### src/rtl/sfm_pkg.sv
// ---------------------------------------------------------------------------
// sfm_pkg: shared types and constants for the supply fault monitor
// Threshold set, monitor state, mode codes and the leaky integrator step.
// ---------------------------------------------------------------------------
`default_nettype none

package sfm_pkg;

   localparam int unsigned VOLT_W    = 10;
   localparam int unsigned CURR_W    = 14;
   localparam int unsigned COUNT_W   = 11;
   localparam int unsigned MODE_W    = 2;
   localparam int unsigned MASK_W    = 3;
   localparam int unsigned CSR_IDX_W = 3;
   localparam int unsigned CSR_DAT_W = 14;

   // Alarm mode codes
   localparam logic [MODE_W-1:0] MODE_NORMAL  = 2'd0;
   localparam logic [MODE_W-1:0] MODE_VOLT    = 2'd1;
   localparam logic [MODE_W-1:0] MODE_CURRENT = 2'd2;

   // LED blink masks
   localparam logic [MASK_W-1:0] MASK_NONE  = 3'd0;
   localparam logic [MASK_W-1:0] MASK_OVER  = 3'd2;
   localparam logic [MASK_W-1:0] MASK_UNDER = 3'd4;
   localparam logic [MASK_W-1:0] MASK_ALL   = 3'd7;

   // Configuration register indexes
   localparam logic [CSR_IDX_W-1:0] CSR_VOLT_LOW    = 3'd0;
   localparam logic [CSR_IDX_W-1:0] CSR_VOLT_HIGH   = 3'd1;
   localparam logic [CSR_IDX_W-1:0] CSR_CURRENT_MAX = 3'd2;
   localparam logic [CSR_IDX_W-1:0] CSR_SUPPLY_VAL  = 3'd3;
   localparam logic [CSR_IDX_W-1:0] CSR_LOW_CLASS   = 3'd4;

   // Integrator and trip constants
   localparam logic [COUNT_W-1:0] INTEG_CAP  = 11'd1000;
   localparam logic [COUNT_W-1:0] INTEG_UP   = 11'd20;
   localparam logic [COUNT_W-1:0] INTEG_DOWN = 11'd5;
   localparam logic [COUNT_W-1:0] VOLT_TRIP  = 11'd100;
   localparam logic [COUNT_W-1:0] AMP_TRIP   = 11'd70;
   localparam logic [COUNT_W-1:0] AMP_SEVERE = 11'd750;
   localparam logic [COUNT_W-1:0] AMP_FORCED = 11'd2000;
   localparam logic [COUNT_W-1:0] AMP_CLEAR  = 11'd10;

   typedef struct packed {
      logic [VOLT_W-1:0] volt_low;
      logic [VOLT_W-1:0] volt_high;
      logic [CURR_W-1:0] current_max;
      logic              supply_valid;
      logic              supply_is_low_class;
   } cfg_type;

   typedef struct packed {
      logic [COUNT_W-1:0] under_volt_count;
      logic [COUNT_W-1:0] over_volt_count;
      logic [COUNT_W-1:0] over_current_count;
      logic [MODE_W-1:0]  alarm_mode;
      logic               heater_latch;
      logic [MASK_W-1:0]  led_mask;
   } mon_state_type;

   // One leaky integrator step: climb while below the cap, decay above the floor.
   function automatic logic [COUNT_W-1:0] leak(input logic [COUNT_W-1:0] c,
                                               input logic cond);
      logic [COUNT_W-1:0] r;
      r = c;
      if (cond) begin
         if (c < INTEG_CAP) r = c + INTEG_UP;
      end else begin
         if (c > INTEG_DOWN) r = c - INTEG_DOWN;
      end
      return r;
   endfunction

endpackage

`default_nettype wire

### src/rtl/sfm_step.sv
// ---------------------------------------------------------------------------
// sfm_step: one monitor tick
// Next integrator counts, alarm mode, blink mask and heater latch for a sample.
// ---------------------------------------------------------------------------
`default_nettype none

module sfm_step import sfm_pkg::*; (
   input  wire cfg_type            cfg,
   input  wire mon_state_type      cur,
   input  wire logic [VOLT_W-1:0]  volt_sample,
   input  wire logic [CURR_W-1:0]  current_sample,
   output mon_state_type           nxt,
   output logic                    restore_display
);

   logic restored;
   logic under_cond;
   logic over_cond;
   logic amp_cond;

   assign under_cond = cfg.supply_valid && (volt_sample <= cfg.volt_low);
   assign over_cond  = cfg.supply_valid && (volt_sample >= cfg.volt_high);
   assign amp_cond   = cfg.supply_valid && (current_sample > cfg.current_max);

   always_comb begin
      nxt      = cur;
      restored = 1'b0;

      // Voltage section runs only outside a current alarm
      if ((cur.alarm_mode == MODE_NORMAL) || (cur.alarm_mode == MODE_VOLT)) begin
         nxt.under_volt_count = leak(cur.under_volt_count, under_cond);
         nxt.over_volt_count  = leak(cur.over_volt_count, over_cond);
         if (nxt.over_volt_count > VOLT_TRIP) begin
            nxt.alarm_mode = MODE_VOLT;
            nxt.led_mask   = MASK_OVER;
         end else if (nxt.under_volt_count > VOLT_TRIP) begin
            nxt.alarm_mode = MODE_VOLT;
            nxt.led_mask   = MASK_UNDER;
            if (cfg.supply_is_low_class) nxt.heater_latch = 1'b1;
         end else if (cur.alarm_mode == MODE_VOLT) begin
            nxt.alarm_mode = MODE_NORMAL;
            nxt.led_mask   = MASK_NONE;
            restored       = 1'b1;
            if (cfg.supply_is_low_class) nxt.heater_latch = 1'b0;
         end
      end

      // Current section
      nxt.over_current_count = leak(cur.over_current_count, amp_cond);
      if ((nxt.over_current_count >= AMP_TRIP) && (nxt.over_current_count < AMP_SEVERE)) begin
         nxt.alarm_mode = MODE_CURRENT;
         nxt.led_mask   = MASK_ALL;
      end else if ((nxt.over_current_count >= AMP_SEVERE) && !nxt.heater_latch) begin
         nxt.over_current_count = AMP_FORCED;
         nxt.heater_latch       = 1'b1;
      end else if ((nxt.over_current_count < AMP_CLEAR) &&
                   (nxt.alarm_mode == MODE_CURRENT)) begin
         nxt.alarm_mode   = MODE_NORMAL;
         nxt.led_mask     = MASK_NONE;
         nxt.heater_latch = 1'b0;
         restored         = 1'b1;
      end
   end

   assign restore_display = restored && (nxt.alarm_mode == MODE_NORMAL);

endmodule

`default_nettype wire

### src/rtl/supply_fault_monitor.sv
// An accepted request transaction is held in the input register, then the tick's
// compare/add logic loads its response into the result register.
// Throughput: one transaction per cycle while rsp_stall is low; the tick logic on
// the three 11-bit counters is combinational, so samples wait only on rsp_stall.
// Reset (synchronous, active high): counters zero, mode normal, latch and mask
// clear, thresholds to volt_low 0, volt_high 1023, current_max 16383, supply invalid.
// ---------------------------------------------------------------------------
// supply_fault_monitor: supply and heater fault monitor
// Leaky integrators on under-voltage, over-voltage and over-current drive the
// alarm mode, LED blink mask and heater-disable latch, one response per sample.
// ---------------------------------------------------------------------------
`default_nettype none

module supply_fault_monitor import sfm_pkg::*; (
   input  wire logic                  clock,
   input  wire logic                  reset,
   // request channel
   input  wire logic                  req_valid,
   output logic                       req_stall,
   input  wire logic [VOLT_W-1:0]     req_volt_sample,
   input  wire logic [CURR_W-1:0]     req_current_sample,
   // response channel
   output logic                       rsp_valid,
   input  wire logic                  rsp_stall,
   output logic [MODE_W-1:0]          rsp_mode,
   output logic [MASK_W-1:0]          rsp_blink_mask,
   output logic                       rsp_restore_display,
   output logic                       rsp_heater_off,
   // configuration write channel
   input  wire logic                  csr_valid,
   output logic                       csr_ready,
   input  wire logic [CSR_IDX_W-1:0]  csr_index,
   input  wire logic [CSR_DAT_W-1:0]  csr_wdata
);

   // Configuration registers
   cfg_type cfg_ff;
   cfg_type cfg_in;

   // Input register
   logic              s1_valid_ff;
   logic              s1_valid_in;
   logic [VOLT_W-1:0] s1_volt_ff;
   logic [CURR_W-1:0] s1_curr_ff;

   // Monitor state
   mon_state_type st_ff;
   mon_state_type st_next;
   logic          restore_next;

   // Result register
   logic              out_valid_ff;
   logic              out_valid_in;
   logic [MODE_W-1:0] out_mode_ff;
   logic [MASK_W-1:0] out_mask_ff;
   logic              out_restore_ff;
   logic              out_heater_ff;

   logic out_load;   // result register takes a new response
   logic s1_load;    // input register takes a new request

   // The result register is free when empty or when its response leaves now.
   assign out_load  = s1_valid_ff && (!out_valid_ff || !rsp_stall);
   // Hold the input only when it is full and cannot move on.
   assign req_stall = s1_valid_ff && out_valid_ff && rsp_stall;
   assign s1_load   = req_valid && !req_stall;

   // Register writes are always accepted; unknown indexes are dropped.
   assign csr_ready = 1'b1;

   always_comb begin
      cfg_in = cfg_ff;
      if (csr_valid) begin
         unique case (csr_index)
            CSR_VOLT_LOW:    cfg_in.volt_low            = csr_wdata[VOLT_W-1:0];
            CSR_VOLT_HIGH:   cfg_in.volt_high           = csr_wdata[VOLT_W-1:0];
            CSR_CURRENT_MAX: cfg_in.current_max         = csr_wdata[CURR_W-1:0];
            CSR_SUPPLY_VAL:  cfg_in.supply_valid        = csr_wdata[0];
            CSR_LOW_CLASS:   cfg_in.supply_is_low_class = csr_wdata[0];
            default:         cfg_in                     = cfg_ff;
         endcase
      end
   end

   always_ff @(posedge clock) begin
      if (reset) begin
         cfg_ff.volt_low            <= '0;
         cfg_ff.volt_high           <= '1;
         cfg_ff.current_max         <= '1;
         cfg_ff.supply_valid        <= 1'b0;
         cfg_ff.supply_is_low_class <= 1'b0;
      end else begin
         cfg_ff <= cfg_in;
      end
   end

   // Input stage: advance on a new request, drain when its item moves on.
   assign s1_valid_in = s1_load ? 1'b1 : (out_load ? 1'b0 : s1_valid_ff);

   always_ff @(posedge clock) begin
      if (reset) begin
         s1_valid_ff <= 1'b0;
      end else begin
         s1_valid_ff <= s1_valid_in;
      end
   end

   always_ff @(posedge clock) begin
      if (s1_load) begin
         s1_volt_ff <= req_volt_sample;
         s1_curr_ff <= req_current_sample;
      end
   end

   // One monitor tick on the registered sample
   sfm_step u_step (
      .cfg             (cfg_ff),
      .cur             (st_ff),
      .volt_sample     (s1_volt_ff),
      .current_sample  (s1_curr_ff),
      .nxt             (st_next),
      .restore_display (restore_next)
   );

   // Commit the tick to the state together with its response.
   always_ff @(posedge clock) begin
      if (reset) begin
         st_ff.under_volt_count   <= '0;
         st_ff.over_volt_count    <= '0;
         st_ff.over_current_count <= '0;
         st_ff.alarm_mode         <= MODE_NORMAL;
         st_ff.heater_latch       <= 1'b0;
         st_ff.led_mask           <= MASK_NONE;
      end else if (out_load) begin
         st_ff <= st_next;
      end
   end

   // Result register: fill on a tick, empty when the consumer takes it.
   assign out_valid_in = out_load ? 1'b1 : ((out_valid_ff && !rsp_stall) ? 1'b0 : out_valid_ff);

   always_ff @(posedge clock) begin
      if (reset) begin
         out_valid_ff <= 1'b0;
      end else begin
         out_valid_ff <= out_valid_in;
      end
   end

   always_ff @(posedge clock) begin
      if (out_load) begin
         out_mode_ff    <= st_next.alarm_mode;
         out_mask_ff    <= st_next.led_mask;
         out_restore_ff <= restore_next;
         out_heater_ff  <= st_next.heater_latch;
      end
   end

   assign rsp_valid           = out_valid_ff;
   assign rsp_mode            = out_mode_ff;
   assign rsp_blink_mask      = out_mask_ff;
   assign rsp_restore_display = out_restore_ff;
   assign rsp_heater_off      = out_heater_ff;

   // Normal mode leaves the LEDs to the level display.
   a_normal_mask : assert property (@(posedge clock) disable iff (reset)
      (st_ff.alarm_mode == MODE_NORMAL) |-> (st_ff.led_mask == MASK_NONE))
      else $error("led mask set while in normal mode");

   // A current alarm always blinks all three LEDs.
   a_current_mask : assert property (@(posedge clock) disable iff (reset)
      (st_ff.alarm_mode == MODE_CURRENT) |-> (st_ff.led_mask == MASK_ALL))
      else $error("current alarm without full blink mask");

   // A restore is only reported when the response ends in normal mode.
   a_restore_normal : assert property (@(posedge clock) disable iff (reset)
      (rsp_valid && rsp_restore_display) |-> (rsp_mode == MODE_NORMAL))
      else $error("restore_display outside normal mode");

   // A tick that commits must also fill the result register.
   a_commit_out : assert property (@(posedge clock) disable iff (reset)
      out_load |=> out_valid_ff)
      else $error("state committed without a response");

endmodule

`default_nettype wire

### config.mk
export PLATFORM = sky130hd
export DESIGN_NAME = supply_fault_monitor
export DESIGN_NICKNAME = d
export VERILOG_FILES = /design/src/rtl/sfm_pkg.sv /design/src/rtl/sfm_step.sv /design/src/rtl/supply_fault_monitor.sv
export SDC_FILE = /design/constraint.sdc
export NUM_CORES = 1
export LEC_CHECK = 0
export ABC_CLOCK_PERIOD_IN_PS = 4700
export BUFFER_PORTS_ARGS = -buffer_cell sky130_fd_sc_hd__buf_2
export CAP_MARGIN = 0
export CORE_MARGIN = 4
export CORE_UTILIZATION = 40
export CTS_CLUSTER_DIAMETER = 60
export DETAILED_ROUTE_END_ITERATION = 12
export PLACE_DENSITY_LB_ADDON = 0.25
export RECOVER_POWER = 50
export SKIP_CTS_REPAIR_TIMING = 1
export SYNTH_ARGS = -nofsm -noshare
export SYNTH_HDL_FRONTEND = slang
export SYNTH_SLANG_ARGS = --single-unit
### constraint.sdc
create_clock -name clock -period 4.7 [get_ports clock]
set_input_delay 0.47 -clock clock [delete_from_list [all_inputs] [get_ports clock]]
set_output_delay 0.47 -clock clock [all_outputs]
set_load 0.02 [all_outputs]
==> reports/qor.txt, run 1 <==
Status: finished, violations left
Failing checks: capacitance limit, slew limit
GRT Util Overall: 16.3%
Syn_area_per_cell: 8.56 um2
Antenna viol nets, final: 0
Port Buffers: 54
Worst vdd ir: 0.000470 V
CP Launch Type: flop
Setup Total Neg Slack: 0 ns
Worst Hold Slack: 0.290 ns
TritonCTS clock tree: built
EDFF count, synth: 31
Grt total ovfl: 0
Final hold viol count: 0
Worst hold start: req_volt_sample[5]
Crit end category: flop
Core ar.: 16800 um2
Yosys warns: 0
Worst-Margin Slew: 1.56 ns
Register area share after synthesis: 35.9%
Final Cycle Share: 85.8%
Crit path arrival time: 4.14 ns
Cells on Worst Hold Path: 1
Nets: 926
IO Pins: 56
Critical Path RT: 4.81 ns
Tmin final: 4.03 ns
Cell Area, Synth: 6900 um2
Chip Width: 139 um
Hold Path Class: input pin to flop
Area grow syn2layout: 9.09%
Wire per inst: 14.8 um
First-pass GRT wire length: 26400 um
Area leader, netlist: dfxtp_1
Max-slew headroom: -3.95%
Worst r2r dst: rsp_heater_off
Top-area cell type share of the netlist area: 22.4%
Share of cells above drive strength 1: 12.3%
Cell Chain, Critical Path: inv_1 -> ha_1 -> nand2b_1 -> a211oi_1 -> a2bb2oi_2 -> o21ai_1 -> or3_2 -> a221oi_2 -> nor3_2 -> o2111ai_2 -> nand2b_4 -> o21ai_1 -> mux2_2
Largest net degree at the start of global routing: 55
Post-synthesis cell count: 806
Max incr delay on CP: 0.58 ns
Worst path slowest cell: o2111ai_2
Syn Nets: 898
CTS clk-pin slew, worst paths: 0.08 ns
GR Util met2: 26.9%
Vias: 5745
Netlist cell types: 94
Yosys reg bits: 108
Clock sink count: 108
Layout Skew: 0.0132 ns
Vias in the first global route: 5351
Fill cell count: 1682
Total iterations of the first detailed-routing run: 4
FF-to-FF setup slack: 0.67 ns
Residual DRC: 0
Clock Tree Buf Depth: 2
Max cap viols: 1
Pwr/cell area: 614 nW/um2
FF-to-FF path depth: 13
Routability cong.: 0.858
Largest fanout on the critical path: 11
Synth area leaders: dfxtp_1 (22%), edfxtp_1 (14%), ha_1 (8.3%)
Max Slew Vio Count: 25
CTS Buf Count: 9
RSZ-0062 raised after global routing: false
Fmax: 248 MHz
Worst skew pair latency: 0.36 ns
M3 GR Usage: 3.29%
Drt first-iter violations: 308
Hold Path End: s1_volt_ff[5]
Final WL: 15700 um
Via density: 5.42
Final Setup Violations: 0
Final total power: 4.62 mW
Die area: 19400 um2
Initial antenna violation count: 0
Global routing's busiest layer: met2
H-tree Lvls: 3
Global routing usage on met1: 22.2%
CP most frequent cell: o21ai_1
Rows: 47
DPL Wire Length: 11600 um
Initial Util: 41.1%
FFs w/ async S/R, synth: 0%
Kind of critical path: flop to flop
Reg2reg start: s1_volt_ff[0]
Ys flop type: dfxtp_1
Ant. Diodes: 0
Die Y: 139 um
Clock Tree Root: clkbuf_16
Leak Pwr: 2.95 nW
==> worst max-delay path by stage <==
stage,from,cells after the start,slack (ns),endpoint
floorplan,s1_curr_ff[13],11,1.21,rsp_restore_display
global placement,s1_volt_ff[0],13,0.72,rsp_heater_off
global route,s1_volt_ff[0],13,0.32,st_ff[11]
finish,s1_volt_ff[0],13,0.67,rsp_heater_off
detailed placement,s1_volt_ff[0],13,0.66,rsp_heater_off
CTS,s1_volt_ff[0],13,0.64,rsp_heater_off
==> placed cells by master, fill, tap and decap left out, types with 4 or more instances in the layout <==
cell / instances
a211oi_1: 13
a21oi_1: 53
a311oi_1: 5
a31oi_1: 11
and2_1: 4
buf_2: 41
buf_4: 4
clkbuf_1: 16
clkbuf_16: 9
dfxtp_1: 77
edfxtp_1: 31
ha_1: 46
inv_1: 59
mux2_2: 4
mux2i_1: 10
nand2_1: 102
nand2b_1: 5
nand3_1: 23
nand4_1: 6
nor2_1: 71
nor2b_1: 5
nor3_1: 22
nor4_1: 6
nor4b_1: 4
o211ai_1: 24
o21a_1: 8
o21ai_0: 37
o21ai_1: 5
o22ai_1: 4
o31ai_1: 4
or3_1: 14
xnor2_1: 8
xor2_1: 11
==> metrics by stage <==
stage | std cells | cell area, um2 | setup slack (ns) | utilization (%)
after detailed placement | 1043 | 7270 | 0.663 | 43.4
after CTS | 1059 | 7540 | 0.637 | 45.0
after global routing | 1059 | 7520 | 0.325 | 44.9
after global placement | 1043 | 7270 | 0.723 | 43.4
final | 1059 | 7520 | 0.668 | 44.9
after floorplan | 806 | 6900 | 1.21 | -
==> cell usage after synthesis (all sizes together) (23+ instances only) <==
cell / number
a21oi: 54
clkbuf: 30
dfxtp: 77
edfxtp: 31
ha: 46
inv: 59
nand2: 102
nand3: 23
nor2: 71
nor3: 26
o211ai: 25
o21ai: 44
==> cell families after synthesis <==
kind of cell	Yosys count	synth area share [%]
flops	108	35.9
fa+ha+maj	46	8.35
simple gates	297	21.4
compound gates	219	23.3
other cells	1	0.0544
xor+xnor	19	2.41
buf+inv	101	6.31
mux	15	2.30
==> flip-flops by register name, summed over array words and instances, names as in the netlist <==
name	flops
rsp_mode	2
cfg_ff	36
s1_valid_ff	1
rsp_blink_mask	3
rsp_heater_off	1
st_ff	39
rsp_valid	1
rsp_restore_display	1
s1_volt_ff	10
s1_curr_ff	14
==> power breakdown <==
part           switching (mW)  internal, mW  leakage [nW]
logic                    1.53          1.06          1.89
registers               0.177          1.13         0.926
clock network           0.343         0.378         0.130
==> critical path: cells and delay by family (launching register included) <==
kind | cells | cell delay, ns
AO/OA/AOI/OAI | 6 | 1.76
adder cells (fa/ha/maj) | 1 | 0.22
AND/OR/NAND/NOR | 4 | 1.08
buffers and inverters | 1 | 0.09
multiplexers | 1 | 0.28
flip-flops | 1 | 0.36
==> final cells by class <==
type | count | area [um2] | area share [%]
multi-input combinational | 597 | 3990 | 53.0
clock inverter | 3 | 25.0 | 0.333
tap | 220 | 275 | 3.66
timing repair buffer | 59 | 288 | 3.83
inverter | 59 | 221 | 2.94
clock buffer | 13 | 250 | 3.33
sequential | 108 | 2470 | 32.9
==> layer usage <==
layer,vias up,wire [um]
met3,8,435
met5,-,0
li1,2994,-
met2,71,7470
met1,2672,7690
met4,0,104
Power figures use the tool's default switching activity.
==> run 2, diff against run 1 <==
--- a/config.mk
+++ b/config.mk
@@ -5,6 +5,7 @@
 export SDC_FILE = /design/constraint.sdc
 export NUM_CORES = 1
 export LEC_CHECK = 0
+export ABC_AREA = 1
 export ABC_CLOCK_PERIOD_IN_PS = 4700
 export BUFFER_PORTS_ARGS = -buffer_cell sky130_fd_sc_hd__buf_2
 export CAP_MARGIN = 0
@@ -13,7 +14,7 @@
 export CTS_CLUSTER_DIAMETER = 60
 export DETAILED_ROUTE_END_ITERATION = 12
 export PLACE_DENSITY_LB_ADDON = 0.25
-export RECOVER_POWER = 50
+export RECOVER_POWER = 25
 export SKIP_CTS_REPAIR_TIMING = 1
 export SYNTH_ARGS = -nofsm -noshare
 export SYNTH_HDL_FRONTEND = slang
==> constraint.sdc (replaced) <==
create_clock -name clock -period 4.7 [get_ports clock]
set_input_delay 0.47 -clock clock [delete_from_list [all_inputs] [get_ports clock]]
set_output_delay 0.47 -clock clock [all_outputs]
set_load 0.005 [all_outputs]
==> run 2 against run 1 <==
Non-clock buffer count shrank 1. Worst hold slack lost 0.011 ns. Design area grew 8.6%. The flow still finishes with violations (capacitance limit, slew limit). Sequential power shrank 15%. Setup slack gained 0.91 ns. Via count grew 14%. First-iteration DRC count grew 5.2%.
==> reports/qor.txt, run 2 <==
Status: finished, violations left
Failing checks: capacitance limit, slew limit
Top cells by count, synth: nand2_1 (276), inv_1 (142), dfxtp_1 (77)
Biggest regs: st_ff x39, cfg_ff x36, s1_curr_ff x14
EDFF count, synth: 31 (unchanged)
Max cap viols: 1 (unchanged)
Max FFs per register: 39 (unchanged)
FFs w/ async S/R, synth: 0% (unchanged)
GRT Util Overall: 17.1% (+0.83 points)
Placed cells: 1320 (+27%)
Fmax: 320 MHz (+29%)
FF-to-FF setup slack: 1.58 ns (+0.91 ns)
Crit path arrival time: 3.23 ns (-0.91 ns)
Die area: 21000 um2 (+8.4%)
Initial antenna violation count: 0 (unchanged)
Clock sink count: 108 (unchanged)
Register area share after synthesis: 32.9% (-2.9 points)
Die Y: 145 um (+4.1%)
DPL Wire Length: 13600 um (+17%)
Crit end category: flop
Vias: 6578 (+14%)
Area leader, netlist: dfxtp_1
Hold Path Class: input pin to flop
Tmin final: 3.12 ns (-0.910 ns)
Final WL: 18000 um (+15%)
Grt total ovfl: 0 (unchanged)
Top-area cell type share of the netlist area: 20.5% (-1.8 points)
Layout Skew: 0.0141 ns (+0.000846 ns)
H-tree Lvls: 3 (unchanged)
CP Launch Type: flop
Clock Tree Buf Depth: 2 (unchanged)
Final Cycle Share: 66.4% (-19 points)
Netlist cell types: 48 (-49%)
TritonCTS clock tree: built
Kind of critical path: flop to flop
Largest fanout on the critical path: 12 (+1)
Initial Util: 41.2% (+0.11 points)
Rows: 49 (+4.3%)
Wire per inst: 13.5 um (-8.9%)
Syn_area_per_cell: 7.02 um2 (-18%)
CTS Buf Count: 9 (unchanged)
First-pass GRT wire length: 30400 um (+15%)
Critical Path RT: 4.81 ns (about the same)
Syn Nets: 1162 (+29%)
Via density: 4.92 (-9.2%)
Yosys reg bits: 108 (unchanged)
Worst vdd ir: 0.000200 V (-57%)
Worst-Margin Slew: 1.63 ns (+0.0716 ns)
Core ar.: 18200 um2 (+8.6%)
Clock Tree Root: clkbuf_16
Routability cong.: 0.924 (+7.7%)
Most frequent cell after synthesis: nand2_1
IO Pins: 56 (unchanged)
Yosys warns: 0 (unchanged)
Chip Width: 145 um (+4.1%)
Ys flop type: dfxtp_1
Total iterations of the first detailed-routing run: 5 (+1)
Final Setup Violations: 0 (unchanged)
Final hold viol count: 0 (unchanged)
Antenna viol nets, final: 0 (unchanged)
Leak Pwr: 4.04 nW (+37%)
Post-synthesis cell count: 1070 (+33%)
RSZ-0062 raised after global routing: false
Residual DRC: 0 (unchanged)
Max Slew Vio Count: 28 (+12%)
Share of cells above drive strength 1: 13.5% (+1.2 points)
Area grow syn2layout: 8.73%
Port Buffers: 54 (unchanged)
Vias in the first global route: 6100 (+14%)
CTS clk-pin slew, worst paths: 0.08 ns (about the same)
Cell Area, Synth: 7510 um2 (+8.9%)
Synth area leaders: dfxtp_1 (21%), nand2_1 (14%), edfxtp_1 (12%)
Final Non-Filler Cells: 1336 (+26%)
Most frequent cells in the layout: nand2_1 (276), inv_1 (142), dfxtp_1 (77)
Max-slew headroom: -8.72% (-4.8 points)
Pwr/cell area: 359 nW/um2 (-41%)
Largest reg by FF count: st_ff
Largest net degree at the start of global routing: 42 (-24%)
Setup Total Neg Slack: 0 ns (unchanged)
Worst skew pair latency: 0.36 ns (about the same)
Most common cell after layout, fill and taps aside: nand2_1
Ant. Diodes: 0 (unchanged)
Nets: 1194 (+29%)
Drt first-iter violations: 324 (+5.2%)
==> run 2: per-stage QoR <==
| step | power [mW] | utilization, % | setup WS, ns | area (um2) | hold slack (ns) |
|---|---|---|---|---|---|
| finish | 2.93 | 44.8 | 1.58 | 8170 | 0.279 |
| global route | 3.14 | 44.8 | 1.25 | 8170 | 0.264 |
| CTS | 2.96 | 44.9 | 1.58 | 8180 | 0.263 |
| detailed placement | 2.14 | 43.2 | 1.60 | 7860 | 0.456 |
| global placement | 2.13 | 43.2 | 1.61 | 7860 | 0.454 |
| floorplan | 1.94 | - | 2.25 | 7510 | 0.435 |
==> run 2: routing by layer <==
layer  track usage, %  up-vias  part of all wire, %
met1             24.4     2925                   50
met2             27.6      121                   45
li1                 -     3523                    -
met5                0        -                    0
met3             3.09        9                  4.2
met4             3.18        0                 0.70
==> run 2: kinds of logic (layout without fill, tap and decap cells) <==
kind of cell / count (synthesis) / after routing / share of synthesized area [%]
adder cells (fa/ha/maj): 46 / 46 / 7.66
XOR/XNOR: 29 / 29 / 3.38
flip-flops: 108 / 108 / 32.9
AO/OA/AOI/OAI: 195 / 195 / 15.1
other: 1 / 1 / 0.0499
buffers and inverters: 202 / 239 / 11.6
AND/OR/NAND/NOR: 489 / 489 / 29.3
==> run 2: path summary, 6_finish.rpt <==
check                              from           endpoint  cells past startpoint
hold / removal    req_current_sample[7]      s1_curr_ff[7]                      1
hold reg to reg              cfg_ff[34]         cfg_ff[34]                      2
setup reg to reg          s1_volt_ff[9]  rsp_blink_mask[1]                     16
setup / recovery          s1_volt_ff[9]  rsp_blink_mask[1]                     16
==> run 2: cell type report <==
type / instances / area [um2]
Clock buffer: 9 / 225
Clock inverter: 7 / 91.3
Fill cell: 1874 / 10000
Inverter: 165 / 633
Multi-Input combinational cell: 760 / 4170
Sequential cell: 108 / 2470
Tap cell: 229 / 287
Timing Repair Buffer: 58 / 288
==> run 2: where the power goes <==
group	switching, mW	internal (mW)	total, mW	leakage (nW)
Combinational	0.659	0.342	1.00	2.95
Sequential	0.0802	1.04	1.12	0.930
Clock	0.383	0.428	0.811	0.157
==> run 2: worst max-delay path, cell delays in order, from the launching register on <==
cell and delay (ns):
edfxtp_1 0.40, ha_1 0.31, nand2_1 0.07, nor2_1 0.22
nand3_1 0.11, nand3_1 0.13, nand2_1 0.32, inv_2 0.26
nor2_1 0.09, nor2_2 0.13, nand2_1 0.09, nor2_4 0.16
nand2_2 0.09, nor2_1 0.19, o21ai_0 0.12, nand3_1 0.12
nand2_1 0.06
